## src/hw/rtl/xee_pkg.sv

```systemverilog
// Package for the XML entity escaper: character codes, run descriptor type, queue depth.
`default_nettype none
package xee_pkg;

   localparam int QUEUE_DEPTH_DEF = 2;
   localparam int RUN_MAX         = 6;
   localparam int RUN_IDX_W       = $clog2(RUN_MAX);

   localparam logic [7:0] CH_AMP   = 8'h26;
   localparam logic [7:0] CH_LT    = 8'h3C;
   localparam logic [7:0] CH_GT    = 8'h3E;
   localparam logic [7:0] CH_QUOT  = 8'h22;
   localparam logic [7:0] CH_APOS  = 8'h27;
   localparam logic [7:0] CH_NL    = 8'h0A;
   localparam logic [7:0] CH_HASH  = 8'h23;
   localparam logic [7:0] CH_SEMI  = 8'h3B;
   localparam logic [7:0] CH_ZERO  = 8'h30;
   localparam logic [7:0] CH_A     = 8'h61;
   localparam logic [7:0] CH_M     = 8'h6D;
   localparam logic [7:0] CH_P     = 8'h70;
   localparam logic [7:0] CH_L     = 8'h6C;
   localparam logic [7:0] CH_G     = 8'h67;
   localparam logic [7:0] CH_T     = 8'h74;
   localparam logic [7:0] CH_Q     = 8'h71;
   localparam logic [7:0] CH_U     = 8'h75;
   localparam logic [7:0] CH_O     = 8'h6F;
   localparam logic [7:0] CH_3     = 8'h33;
   localparam logic [7:0] CH_9     = 8'h39;
   localparam logic [7:0] CTRL_TOP = 8'd32;
   localparam logic [7:0] ASCII_TOP = 8'd127;

   // One input byte's escaped form: bytes[0] goes out first.
   typedef struct packed {
      logic [RUN_MAX-1:0][7:0] bytes;
      logic [RUN_IDX_W-1:0]    len;
      logic                    eot;
   } run_desc_type;

endpackage
`default_nettype wire

```

## src/hw/rtl/xee_front.sv

```systemverilog
// Front end: holds the passthrough register and turns each input byte into a run descriptor.
`default_nettype none
module xee_front import xee_pkg::*; (
   input  wire logic         clock,
   input  wire logic         reset,
   input  wire logic         csr_wen,
   input  wire logic         csr_wdata,
   input  wire logic [7:0]   text_byte,
   input  wire logic         end_of_text,
   output run_desc_type      desc
);

   logic        utf8_ff;
   logic        utf8_in;
   logic [1:0]  hund;
   logic [6:0]  rem;
   logic [14:0] prod;
   logic [3:0]  tens;
   logic [3:0]  ones;
   logic        numeric;

   assign utf8_in = csr_wen ? csr_wdata : utf8_ff;

   always_ff @(posedge clock) begin
      if (reset) begin
         utf8_ff <= 1'b0;
      end else begin
         utf8_ff <= utf8_in;
      end
   end

   // decimal digits; rem < 100 so (rem * 205) >> 11 is rem / 10
   always_comb begin
      if (text_byte >= 8'd200) begin
         hund = 2'd2;
         rem  = 7'(text_byte - 8'd200);
      end else if (text_byte >= 8'd100) begin
         hund = 2'd1;
         rem  = 7'(text_byte - 8'd100);
      end else begin
         hund = 2'd0;
         rem  = text_byte[6:0];
      end
      prod = 15'(rem) * 15'd205;
      tens = prod[14:11];
      ones = 4'(rem - 7'(tens) * 7'd10);
   end

   assign numeric = (text_byte < CTRL_TOP) || (!utf8_ff && (text_byte > ASCII_TOP));

   always_comb begin
      desc          = '0;
      desc.eot      = end_of_text;
      desc.len      = RUN_IDX_W'(1);
      desc.bytes[0] = text_byte;
      case (text_byte)
         CH_AMP: begin
            desc.bytes = {8'h00, CH_SEMI, CH_P, CH_M, CH_A, CH_AMP};
            desc.len   = RUN_IDX_W'(5);
         end
         CH_LT: begin
            desc.bytes = {8'h00, 8'h00, CH_SEMI, CH_T, CH_L, CH_AMP};
            desc.len   = RUN_IDX_W'(4);
         end
         CH_GT: begin
            desc.bytes = {8'h00, 8'h00, CH_SEMI, CH_T, CH_G, CH_AMP};
            desc.len   = RUN_IDX_W'(4);
         end
         CH_QUOT: begin
            desc.bytes = {CH_SEMI, CH_T, CH_O, CH_U, CH_Q, CH_AMP};
            desc.len   = RUN_IDX_W'(6);
         end
         CH_APOS: begin
            desc.bytes = {8'h00, CH_SEMI, CH_9, CH_3, CH_HASH, CH_AMP};
            desc.len   = RUN_IDX_W'(5);
         end
         CH_NL: begin
            desc.len = RUN_IDX_W'(1);
         end
         default: begin
            if (numeric) begin
               if (text_byte >= 8'd100) begin
                  desc.bytes = {CH_SEMI, CH_ZERO | 8'(ones), CH_ZERO | 8'(tens),
                                CH_ZERO | 8'(hund), CH_HASH, CH_AMP};
                  desc.len   = RUN_IDX_W'(6);
               end else if (text_byte >= 8'd10) begin
                  desc.bytes = {8'h00, CH_SEMI, CH_ZERO | 8'(ones), CH_ZERO | 8'(tens),
                                CH_HASH, CH_AMP};
                  desc.len   = RUN_IDX_W'(5);
               end else begin
                  desc.bytes = {8'h00, 8'h00, CH_SEMI, CH_ZERO | 8'(ones),
                                CH_HASH, CH_AMP};
                  desc.len   = RUN_IDX_W'(4);
               end
            end
         end
      endcase
   end

endmodule
`default_nettype wire

```

## src/hw/rtl/xee_queue.sv

```systemverilog
// Small register queue of run descriptors between front and back.
`default_nettype none
module xee_queue import xee_pkg::*; #(
   parameter int DEPTH = QUEUE_DEPTH_DEF
) (
   input  wire logic  clock,
   input  wire logic  reset,
   input  wire logic  wr_en,
   input  wire run_desc_type wr_data,
   input  wire logic  rd_en,
   output run_desc_type rd_data,
   output logic       q_full,
   output logic       q_empty
);

   localparam int PTR_W = (DEPTH > 1) ? $clog2(DEPTH) : 1;
   localparam int CNT_W = $clog2(DEPTH + 1);

   run_desc_type           mem_ff [DEPTH];
   logic [PTR_W-1:0]       wr_ptr_ff, wr_ptr_in;
   logic [PTR_W-1:0]       rd_ptr_ff, rd_ptr_in;
   logic [CNT_W-1:0]       cnt_ff, cnt_in;
   logic                   do_wr, do_rd;

   assign q_full  = (cnt_ff == CNT_W'(DEPTH));
   assign q_empty = (cnt_ff == '0);
   assign do_wr   = wr_en && !q_full;
   assign do_rd   = rd_en && !q_empty;
   assign rd_data = mem_ff[rd_ptr_ff];

   always_comb begin
      wr_ptr_in = wr_ptr_ff;
      rd_ptr_in = rd_ptr_ff;
      cnt_in    = cnt_ff;
      if (do_wr) begin
         wr_ptr_in = (wr_ptr_ff == PTR_W'(DEPTH - 1)) ? '0 : wr_ptr_ff + PTR_W'(1);
      end
      if (do_rd) begin
         rd_ptr_in = (rd_ptr_ff == PTR_W'(DEPTH - 1)) ? '0 : rd_ptr_ff + PTR_W'(1);
      end
      if (do_wr && !do_rd) begin
         cnt_in = cnt_ff + CNT_W'(1);
      end else if (do_rd && !do_wr) begin
         cnt_in = cnt_ff - CNT_W'(1);
      end
   end

   always_ff @(posedge clock) begin
      if (reset) begin
         wr_ptr_ff <= '0;
         rd_ptr_ff <= '0;
         cnt_ff    <= '0;
      end else begin
         wr_ptr_ff <= wr_ptr_in;
         rd_ptr_ff <= rd_ptr_in;
         cnt_ff    <= cnt_in;
      end
   end

   always_ff @(posedge clock) begin
      if (do_wr) begin
         mem_ff[wr_ptr_ff] <= wr_data;
      end
   end

endmodule
`default_nettype wire

```

## src/hw/rtl/xee_back.sv

```systemverilog
// Back end: walks a run descriptor one byte per cycle into the output register while pop keeps up.
`default_nettype none
module xee_back import xee_pkg::*; (
   input  wire logic       clock,
   input  wire logic       reset,
   input  wire run_desc_type q_data,
   input  wire logic       q_empty,
   output logic            q_pop,
   input  wire logic       pop,
   output logic            empty,
   output logic [7:0]      out_byte,
   output logic            run_last,
   output logic            text_last
);

   run_desc_type          run_ff, run_in;
   logic                  run_valid_ff, run_valid_in;
   logic [RUN_IDX_W-1:0]  idx_ff, idx_in;
   logic                  out_valid_ff, out_valid_in;
   logic [7:0]            out_byte_ff;
   logic                  run_last_ff, text_last_ff;
   logic                  adv, at_end, load;

   always_comb begin
      adv    = run_valid_ff && (!out_valid_ff || pop);
      at_end = (idx_ff == run_ff.len - RUN_IDX_W'(1));
      // reload in the same cycle the last byte of a run moves out
      load   = !q_empty && (!run_valid_ff || (adv && at_end));

      run_in       = load ? q_data : run_ff;
      run_valid_in = run_valid_ff;
      idx_in       = idx_ff;
      if (load) begin
         run_valid_in = 1'b1;
         idx_in       = '0;
      end else if (adv) begin
         run_valid_in = !at_end;
         idx_in       = idx_ff + RUN_IDX_W'(1);
      end

      out_valid_in = out_valid_ff;
      if (adv) begin
         out_valid_in = 1'b1;
      end else if (pop) begin
         out_valid_in = 1'b0;
      end
   end

   always_ff @(posedge clock) begin
      if (reset) begin
         run_valid_ff <= 1'b0;
         idx_ff       <= '0;
         out_valid_ff <= 1'b0;
      end else begin
         run_valid_ff <= run_valid_in;
         idx_ff       <= idx_in;
         out_valid_ff <= out_valid_in;
      end
   end

   always_ff @(posedge clock) begin
      run_ff <= run_in;
      if (adv) begin
         out_byte_ff  <= run_ff.bytes[idx_ff];
         run_last_ff  <= at_end;
         text_last_ff <= at_end && run_ff.eot;
      end
   end

   assign q_pop     = load;
   assign empty     = !out_valid_ff;
   assign out_byte  = out_byte_ff;
   assign run_last  = run_last_ff;
   assign text_last = text_last_ff;

endmodule
`default_nettype wire

```

## src/hw/rtl/xml_entity_escaper_top.sv

```systemverilog
// Top level of the XML entity escaper: front classifier, descriptor queue, byte emitter.
//
//   channel  | ports                                        | beat taken when
//   ---------+----------------------------------------------+-------------------
//   request  | push, full, req_text_byte, req_end_of_text   | push && !full
//   response | pop, empty, rsp_out_byte, rsp_run_last,      | pop && !empty
//            | rsp_text_last                                |
//   csr      | csr_wen, csr_wdata                           | csr_wen
//
// A plain byte gives one output byte, an escaped byte 4 to 6; the back end emits
// them one byte per cycle while pop does not stall. A beat's first output byte
// goes through queue, run and output registers. The descriptor queue (QUEUE_DEPTH
// entries) lets the request side run ahead while a run drains or pop stalls.
// Synchronous reset empties the queue and output stage and clears the passthrough bit utf8_ff.
`default_nettype none
module xml_entity_escaper_top import xee_pkg::*; #(
   parameter int QUEUE_DEPTH = QUEUE_DEPTH_DEF
) (
   input  wire logic        clock,
   input  wire logic        reset,
   input  wire logic        push,
   output logic             full,
   input  wire logic [7:0]  req_text_byte,
   input  wire logic        req_end_of_text,
   output logic             empty,
   input  wire logic        pop,
   output logic [7:0]       rsp_out_byte,
   output logic             rsp_run_last,
   output logic             rsp_text_last,
   input  wire logic        csr_wen,
   input  wire logic        csr_wdata
);

   run_desc_type front_desc;
   run_desc_type q_data;
   logic         q_empty;
   logic         q_pop;

   xee_front u_front (
      .clock       (clock),
      .reset       (reset),
      .csr_wen     (csr_wen),
      .csr_wdata   (csr_wdata),
      .text_byte   (req_text_byte),
      .end_of_text (req_end_of_text),
      .desc        (front_desc)
   );

   xee_queue #(
      .DEPTH (QUEUE_DEPTH)
   ) u_queue (
      .clock   (clock),
      .reset   (reset),
      .wr_en   (push),
      .wr_data (front_desc),
      .rd_en   (q_pop),
      .rd_data (q_data),
      .q_full  (full),
      .q_empty (q_empty)
   );

   xee_back u_back (
      .clock     (clock),
      .reset     (reset),
      .q_data    (q_data),
      .q_empty   (q_empty),
      .q_pop     (q_pop),
      .pop       (pop),
      .empty     (empty),
      .out_byte  (rsp_out_byte),
      .run_last  (rsp_run_last),
      .text_last (rsp_text_last)
   );

endmodule
`default_nettype wire

```

## config.mk

```make
export PLATFORM = sky130hd
export DESIGN_NAME = xml_entity_escaper_top
export DESIGN_NICKNAME = d
export VERILOG_FILES = /design/src/hw/rtl/xee_pkg.sv /design/src/hw/rtl/xee_front.sv /design/src/hw/rtl/xee_queue.sv /design/src/hw/rtl/xee_back.sv /design/src/hw/rtl/xml_entity_escaper_top.sv
export SDC_FILE = /design/constraint.sdc
export NUM_CORES = 1
export LEC_CHECK = 0
export ABC_AREA = 1
export BUFFER_PORTS_ARGS = -buffer_cell sky130_fd_sc_hd__buf_2
export CAP_MARGIN = 40
export CORE_ASPECT_RATIO = 0.7
export CORE_MARGIN = 2
export CORE_UTILIZATION = 50
export CTS_BUF_LIST = sky130_fd_sc_hd__clkbuf_2
export DETAILED_ROUTE_END_ITERATION = 12
export HOLD_SLACK_MARGIN = 0.1
export PLACE_DENSITY = 0.64
export SLEW_MARGIN = 0
export SYNTH_ARGS = -nofsm -noshare
export SYNTH_HDL_FRONTEND = slang
export SYNTH_HIERARCHICAL = 1
export SYNTH_SLANG_ARGS = --single-unit
export TNS_END_PERCENT = 100
```

## constraint.sdc

```tcl
create_clock -name clock -period 7.7 [get_ports clock]
set_input_delay 1.155 -clock clock [delete_from_list [all_inputs] [get_ports clock]]
set_output_delay 1.155 -clock clock [all_outputs]
set_load 0.01 [all_outputs]
```

==> results.md, run 1 <==
* Seq/Total Area, Yosys at 58.0%
* Setup TNS at 0 ns
* RSZ-0062 raised after global routing: false
* Async set-reset flop share out of synthesis at 0%
* Nature of the critical path startpoint: primary input
* Slew HR at 50.6%
* First-pass GRT wire length at 26.1 mm
* Mux contribution to synthesized area at 8.72%
* Post-Synth Adder-Cell Area at 8.14%
* Yosys Warn Count at 6
* TritonCTS sink count at 177
* EDFF count, synth at 166
* CTS resizes at 0
* Worst setup path class: in -> reg
* Die Y at 116 um
* Area Growth Syn to Fin at 5.14%
* Synth area leader: edfxtp_1
* Total grt overflow at 0
* Worst r2r src: u_back/idx_ff[1]$_SDFFE_PP0P_
* Max_cap viols at 0
* WHS Endpoint: u_back/run_valid_ff$_SDFFE_PP0P_
* Worst endpoint required time at 8.15 ns
* Worst vdd ir at 0.279 mV
* Post-route minimum period at 6.27 ns
* Max Slew Vio Count at 0
* CTS clk-pin slew, worst paths at 0.22 ns
* Crit path max fanout at 10
* CTS hold repair buffers at 0
* Reg2Reg Depth at 9
* Layout cell share with drive strength beyond 1 at 23.2%
* Largest net degree at the start of global routing at 53
* Initial DRC Count at 368
* Cells after Synth at 729
* Vias in the first global route at 5226
* Hold Startpoint: u_back/run_valid_ff$_SDFFE_PP0P_
* Final #Nets at 823
* Number of buffers added on ports at 26
* Ranking of synthesized cells by area: edfxtp_1, mux2_4, ha_1
* Core Area at 17400 um2
* Post-Syn Area at 8980 um2
* Top delay family on crit path: adder cells
* Die X-Extent at 164 um
* Tightest Hold Check Type: reg -> reg
* PD cells at 345 nW/um2
* Flops & latches, synth at 177
* Syn_area_per_cell at 12.3 um2
* CP Capture Type: flip-flop
* Synth cell types at 42
* H-tree levels at 4
* Tcrit/Tclk final at 81.4%
* CTS tree: built
* DRT Pass-1 Iters at 4
* FILL cells at 1441
* Die footprint at 19100 um2
* Largest family of logic cells by synthesized area: simple AND/OR/NAND/NOR gates
* Setup bufs post-CTS at 0
* Routed WL at 16.0 mm
* Worst-Skew Late Latency at 0.71 ns
* Post-synthesis xor/xnor area fraction at 0.683%
* Hold path depth at 2
* Slew @ Worst Pin at 0.740 ns
* Row cnt at 40
* Cell mode on critical path: nand2_1
* WP data arrival at 6.72 ns
* Synth Flop Type: edfxtp_1
* CP max-delay cell: fa_1
* Synth Area in Simple Gates at 12.1%
* Aggregate global-route resource usage at 18.3%
* Endpoints failing setup at 0
* Post-Place Worst Slack at 0.739 ns
* Routed Antenna Nets at 0
* Buf/Inv on CP at 6
* Compound-Gate Fraction of Synth Area at 5.07%
* Commonest cells after routing, fill and taps aside: edfxtp_1, nand2_1, inv_1
* # DRC at 0
* Pleak at 3.92 nW
* F_max at 0.159 GHz
* Hold_ws at 0.530 ns
* RR Endpoint: u_back/run_ff[20]$_DFFE_PP_
* Io pins at 27
* Vias per cell at 5.14
* CTS root buf: clkbuf_2
* Hpwl dp at 11.4 mm
* Final Hold Viols at 0
* Final Wtd Congestion at 0.870
* Largest stage delay on the critical path at 0.48 ns
* Vias at 5144
* Initial antenna violation count at 2
* Final worst setup slack at 1.43 ns
* Commonest non-fill, non-tap cell in the layout: edfxtp_1
* Synth top area share at 55.5%
* Status: finished clean
* Initial Util at 51.7%
* Clock Tree Buf Depth at 2
* Skew final at 0.0312 ns
* Cts bufs inserted at 17
* Setup slack, reg-to-reg at 5.14 ns
* Routed WL per cell at 16.0 um
[registers in the layout (all words and copies together) (netlist names), 2 cells and up, named ones only]
| name | flops |
|---|---|
| u_back/run_ff | 52 |
| u_back/out_byte | 8 |
| u_queue/cnt_ff | 2 |
| u_back/idx_ff | 3 |
| u_queue/mem_ff | 104 |
[layer usage]
metal / track usage [%] / up-vias / wire [um]
li1: - / 2548 / -
met5: 0 / - / 13
met3: 4.23 / 18 / 698
met1: 23.7 / 2485 / 7360
met2: 30.9 / 91 / 7720
met4: 5.73 / 2 / 227
[layout make-up]
type | count | area [um2] | share of cell area (%)
clock buffer | 19 | 95.1 | 1.01
multi-input combinational | 434 | 3160 | 33.4
sequential | 177 | 5210 | 55.2
tap | 231 | 289 | 3.06
clock inverter | 13 | 135 | 1.43
timing repair buffer | 31 | 195 | 2.07
inverter | 94 | 360 | 3.82
antenna | 1 | 2.50 | 0.0265
[cells in the mapped netlist (3+ instances only)]
cell type  count
a21oi_1       11
nand3_1       18
edfxtp_1     166
o21ai_0       43
o21ai_1        8
nor3_1         4
fa_1           9
nand2_2       17
inv_4          3
nand3_2        5
dfxtp_1       11
o22ai_1       10
mux2_4        50
nand2_1       97
nor2_4         4
inv_1         75
xor2_1         6
nor2_1        67
buf_12         5
nor2_2         8
ha_1          44
nand4_1        5
buf_6          3
buf_4         21
inv_2         16
[worst max path at each step]
stage               cells past startpoint              from                         endpoint
floorplan                              36  req_text_byte[3]  u_queue/mem_ff[0][23]$_DFFE_PP_
global placement                       37  req_text_byte[3]  u_queue/mem_ff[0][23]$_DFFE_PP_
detailed placement                     35  req_text_byte[3]  u_queue/mem_ff[0][39]$_DFFE_PP_
CTS                                    35  req_text_byte[3]  u_queue/mem_ff[1][39]$_DFFE_PP_
global route                           33  req_text_byte[3]  u_queue/mem_ff[1][39]$_DFFE_PP_
finish                                 35  req_text_byte[3]  u_queue/mem_ff[1][39]$_DFFE_PP_
[report_power, final]
part           leakage (nW)  internal, W  total [W]  switching (W)
sequential             1.66      0.00144    0.00157       0.000129
clock                 0.135     0.000151   0.000458       0.000307
combinational          2.12     0.000504    0.00124       0.000731
[kinds of logic after synthesis]
kind of cell    count (synthesis)
mux                            53
compound gates                 81
other cells                     1
buf+inv                       124
xor+xnor                        7
flops                         177
fa+ha+maj                      53
simple gates                  233
[per-stage QoR]
stage | util [%] | power, W | instance area [um2] | cells
final | 54.4 | 0.00326 | 9440 | 1000
after global placement | 52.8 | 0.00278 | 9170 | 965
after detailed placement | 53.0 | 0.00284 | 9210 | 967
after CTS | 54.4 | 0.00329 | 9440 | 999
after global routing | 54.4 | 0.00351 | 9440 | 1000
after floorplan | - | 0.00255 | 9000 | 735
[worst reg2reg max path, cell delays in order, from the launching register on]
cell,delay [ns]
dfxtp_1,0.68
inv_1,0.30
nand2_1,0.13
nand2_1,0.07
nor2_2,0.09
nand3_1,0.10
nand2_2,0.11
nand2_2,0.07
inv_2,0.06
buf_4,0.54
(Power assumes the default switching activity.)
==> run 2: changes to the inputs <==
--- a/config.mk
+++ b/config.mk
@@ -5,7 +5,7 @@
 export SDC_FILE = /design/constraint.sdc
 export NUM_CORES = 1
 export LEC_CHECK = 0
-export ABC_AREA = 1
+export ABC_AREA = 0
 export BUFFER_PORTS_ARGS = -buffer_cell sky130_fd_sc_hd__buf_2
 export CAP_MARGIN = 40
 export CORE_ASPECT_RATIO = 0.7
==> constraint.sdc (replaced) <==
create_clock -name clock -period 6.45 [get_ports clock]
set_input_delay 0.9675 -clock clock [delete_from_list [all_inputs] [get_ports clock]]
set_output_delay 0.9675 -clock clock [all_outputs]
set_load 0.01 [all_outputs]
==> run 2 against run 1 <==
First-iteration DRC count up 29%. Clock-buffer cell count down 2. Via count down 10%. Combinational power up 25%. Cell area down 1.1%. Critical path depth down 8. Power up 21%. Worst hold slack worse by 0.085 ns. Clock skew down 0.0049 ns. Flip-flop and latch count unchanged. Register-to-register slack worse by 1.4 ns. Critical path type unchanged. Highest routed layer is now met4.
==> results.md, run 2 <==
* Status: finished clean
* Synth cell types at 60
* TritonCTS sink count at 177
* Worst-Skew Late Latency at 0.70 ns
* Int Power at 0.00261 W
* Switching Share at 33.6%
* Reg2Reg Depth at 7
* Register with the most flip-flops: u_queue/mem_ff
* DRT Pass-1 Iters at 5
* Setup slack, reg-to-reg at 3.70 ns
* Hold_ws at 0.445 ns
* H-tree levels at 4
* Final #Nets at 702
* Skew final at 0.0263 ns
* Synth area leader: edfxtp_1
* Async set-reset flop share out of synthesis at 0%
* Core Util, Final at 57.0%
* Tightest Hold Check Type: in -> reg
* Commonest cells after routing, fill and taps aside: edfxtp_1, buf_4, mux2_2
* EDFF count, synth at 166
* Cts bufs inserted at 17
* Row cnt at 39
* Max reg flops at 104
* CTS root buf: clkbuf_2
* Ranking of synthesized cells by area: edfxtp_1, mux2_2, ha_1
* Flops & latches, synth at 177
* Initial DRC Count at 473
* Hold path depth at 1
* Routed WL at 15.8 mm
* Total grt overflow at 0
* Max Slew Vio Count at 0
* Initial Util at 51.3%
* Setup bufs post-CTS at 0
* WHS Endpoint: u_queue/mem_ff[0][0]$_DFFE_PP_
* RSZ-0062 raised after global routing: false
* Endpoints failing setup at 0
* CP Capture Type: flip-flop
* P_sw at 0.00132 W
* Worst r2r src: u_back/idx_ff[1]$_SDFFE_PP0P_
* Final Wtd Congestion at 0.880
* Die Y at 112 um
* Combinational power share at 39.3%
* Synth top area share at 59.3%
* Clock Tree Buf Depth at 2
* Max_cap viols at 0
* RR Endpoint: u_queue/cnt_ff[1]$_SDFFE_PP0P_
* Routed WL per cell at 18.1 um
* Vias in the first global route at 4615
* Vias per cell at 5.28
* Seq/Total Area, Yosys at 61.9%
* CTS resizes at 0
* CTS clk-pin slew, worst paths at 0.24 ns
* Tcrit/Tclk final at 95.6%
* Die X-Extent at 159 um
* Post-route minimum period at 6.17 ns
* Area Growth Syn to Fin at 11.1%
* Count leader, synth: edfxtp_1
* Aggregate global-route resource usage at 18.6%
* Io pins at 27
* # DRC at 0
* Largest net degree at the start of global routing at 53
* Setup TNS at 0 ns
* Synth Flop Type: edfxtp_1
* Hold Startpoint: req_end_of_text
* Initial antenna violation count at 0
* Clock power frac at 14.3%
* Die footprint at 17900 um2
* WP data arrival at 6.63 ns
* Total power at 0.00394 W
* CTS hold repair buffers at 0
* First-pass GRT wire length at 25.1 mm
* Slew @ Worst Pin at 0.772 ns
* Crit path max fanout at 4
* Worst setup path class: in -> reg
* Hpwl dp at 10.9 mm
* Inserted Diodes at 0
* Sequential fraction of design power at 46.4%
* Commonest non-fill, non-tap cell in the layout: edfxtp_1
* Nature of the critical path startpoint: primary input
* Worst endpoint required time at 6.92 ns
* F_max at 0.162 GHz
* Commonest cells in the netlist: edfxtp_1, mux2_2, inv_1
* Pleak at 3.60 nW
* Cells after Synth at 563
* Vias at 4606
* Post-Syn Area at 8400 um2
* FILL cells at 1332
* Syn_area_per_cell at 14.9 um2
* Slew HR at 48.5%
* Final Hold Viols at 0
* CTS tree: built
* Worst vdd ir at 0.295 mV
* Layout cell share with drive strength beyond 1 at 31.2%
* Core Area at 16400 um2
* Number of buffers added on ports at 26
* Yosys Warn Count at 6
* PD cells at 421 nW/um2
* Routed Antenna Nets at 0
==> run 2: cell count changes in the layout (fill, tap and decap cells not counted), sizes merged, moves of 7 or more <==
cell,change
nand2,-91
o21ai,-40
mux4,+8
nor2,-53
nand3,-14
buf,+48
inv,-48
and2,+7
xnor2,+10
mux2i,+9
nand2b,+8
==> run 2: power by group through the flow <==
stage          logic (W)  clock network (W)  registers [W]
2_1_floorplan    0.00109                  0        0.00186
3_3_place_gp     0.00152                  0        0.00185
3_5_place_dp     0.00155                  0        0.00186
4_1_cts          0.00156           0.000583        0.00183
5_1_grt          0.00171           0.000627        0.00186
6_report         0.00155           0.000562        0.00183
==> run 2: layer usage <==
metal | vias to the layer above | wire, um | track usage (%)
li1 | 2198 | - | -
met1 | 2291 | 7920 | 27.5
met3 | 5 | 801 | 3.84
met5 | - | 0 | 0
met4 | 0 | 65 | 5.03
met2 | 112 | 6980 | 28.4
==> run 2: metrics by stage <==
stage / cell area (um2) / worst slack (ns) / instances
6_report: 9340 / 0.284 / 872
5_1_grt: 9340 / 0.0549 / 872
4_1_cts: 9340 / 0.364 / 872
3_5_place_dp: 9090 / -0.437 / 840
3_3_place_gp: 9090 / -0.267 / 840
2_1_floorplan: 8500 / -0.165 / 569
==> run 2: final cells by class <==
class / count / area [um2] / share of cell area (%)
Clock buffer: 17 / 85.1 / 0.911
Multi-Input combinational cell: 313 / 2900 / 31.0
Timing Repair Buffer: 79 / 528 / 5.65
Sequential cell: 177 / 5210 / 55.7
Clock inverter: 15 / 159 / 1.70
Inverter: 46 / 180 / 1.93
Tap cell: 225 / 282 / 3.01
==> run 2: kinds of logic after synthesis <==
logic type / Yosys count / share of synthesized area, %
buffers and inverters: 79 / 4.78
other: 1 / 0.0446
AND/OR/NAND/NOR: 104 / 6.49
adder cells (fa/ha/maj): 53 / 8.69
flip-flops: 177 / 61.9
AO/OA/AOI/OAI: 59 / 5.03
XOR/XNOR: 20 / 2.72
multiplexers: 70 / 10.3
==> run 2: worst max-delay path by stage <==
stage,start,endpoint,slack (ns),cells after the start
after CTS,req_text_byte[3],u_queue/mem_ff[0][23]$_DFFE_PP_,0.36,26
after floorplan,req_text_byte[3],u_queue/mem_ff[0][23]$_DFFE_PP_,-0.16,25
final,req_text_byte[3],u_queue/mem_ff[1][23]$_DFFE_PP_,0.28,27
after detailed placement,req_text_byte[3],u_queue/mem_ff[1][23]$_DFFE_PP_,-0.44,26
after global routing,req_text_byte[3],u_queue/mem_ff[0][23]$_DFFE_PP_,0.05,27
after global placement,req_text_byte[3],u_queue/mem_ff[0][23]$_DFFE_PP_,-0.27,26
==> run 2: critical path, stage by stage <==
cell        delay (ns)
buf_2             0.15
clkinvlp_4        0.16
ha_4              0.19
buf_4             0.13
a221oi_2          0.38
nor2_2            0.08
o31ai_4           0.20
inv_1             0.08
ha_1              0.31
ha_1              0.29
inv_1             0.05
fa_1              0.43
fa_1              0.53
inv_1             0.04
ha_1              0.27
and4_1            0.19
nand3_1           0.08
or3_1             0.36
a31oi_1           0.19
nor3_2            0.10
o21ai_1           0.19
xnor2_1           0.14
fa_2              0.40
xnor2_1           0.16
xnor3_2           0.30
a22oi_2           0.18
o21ai_1           0.10
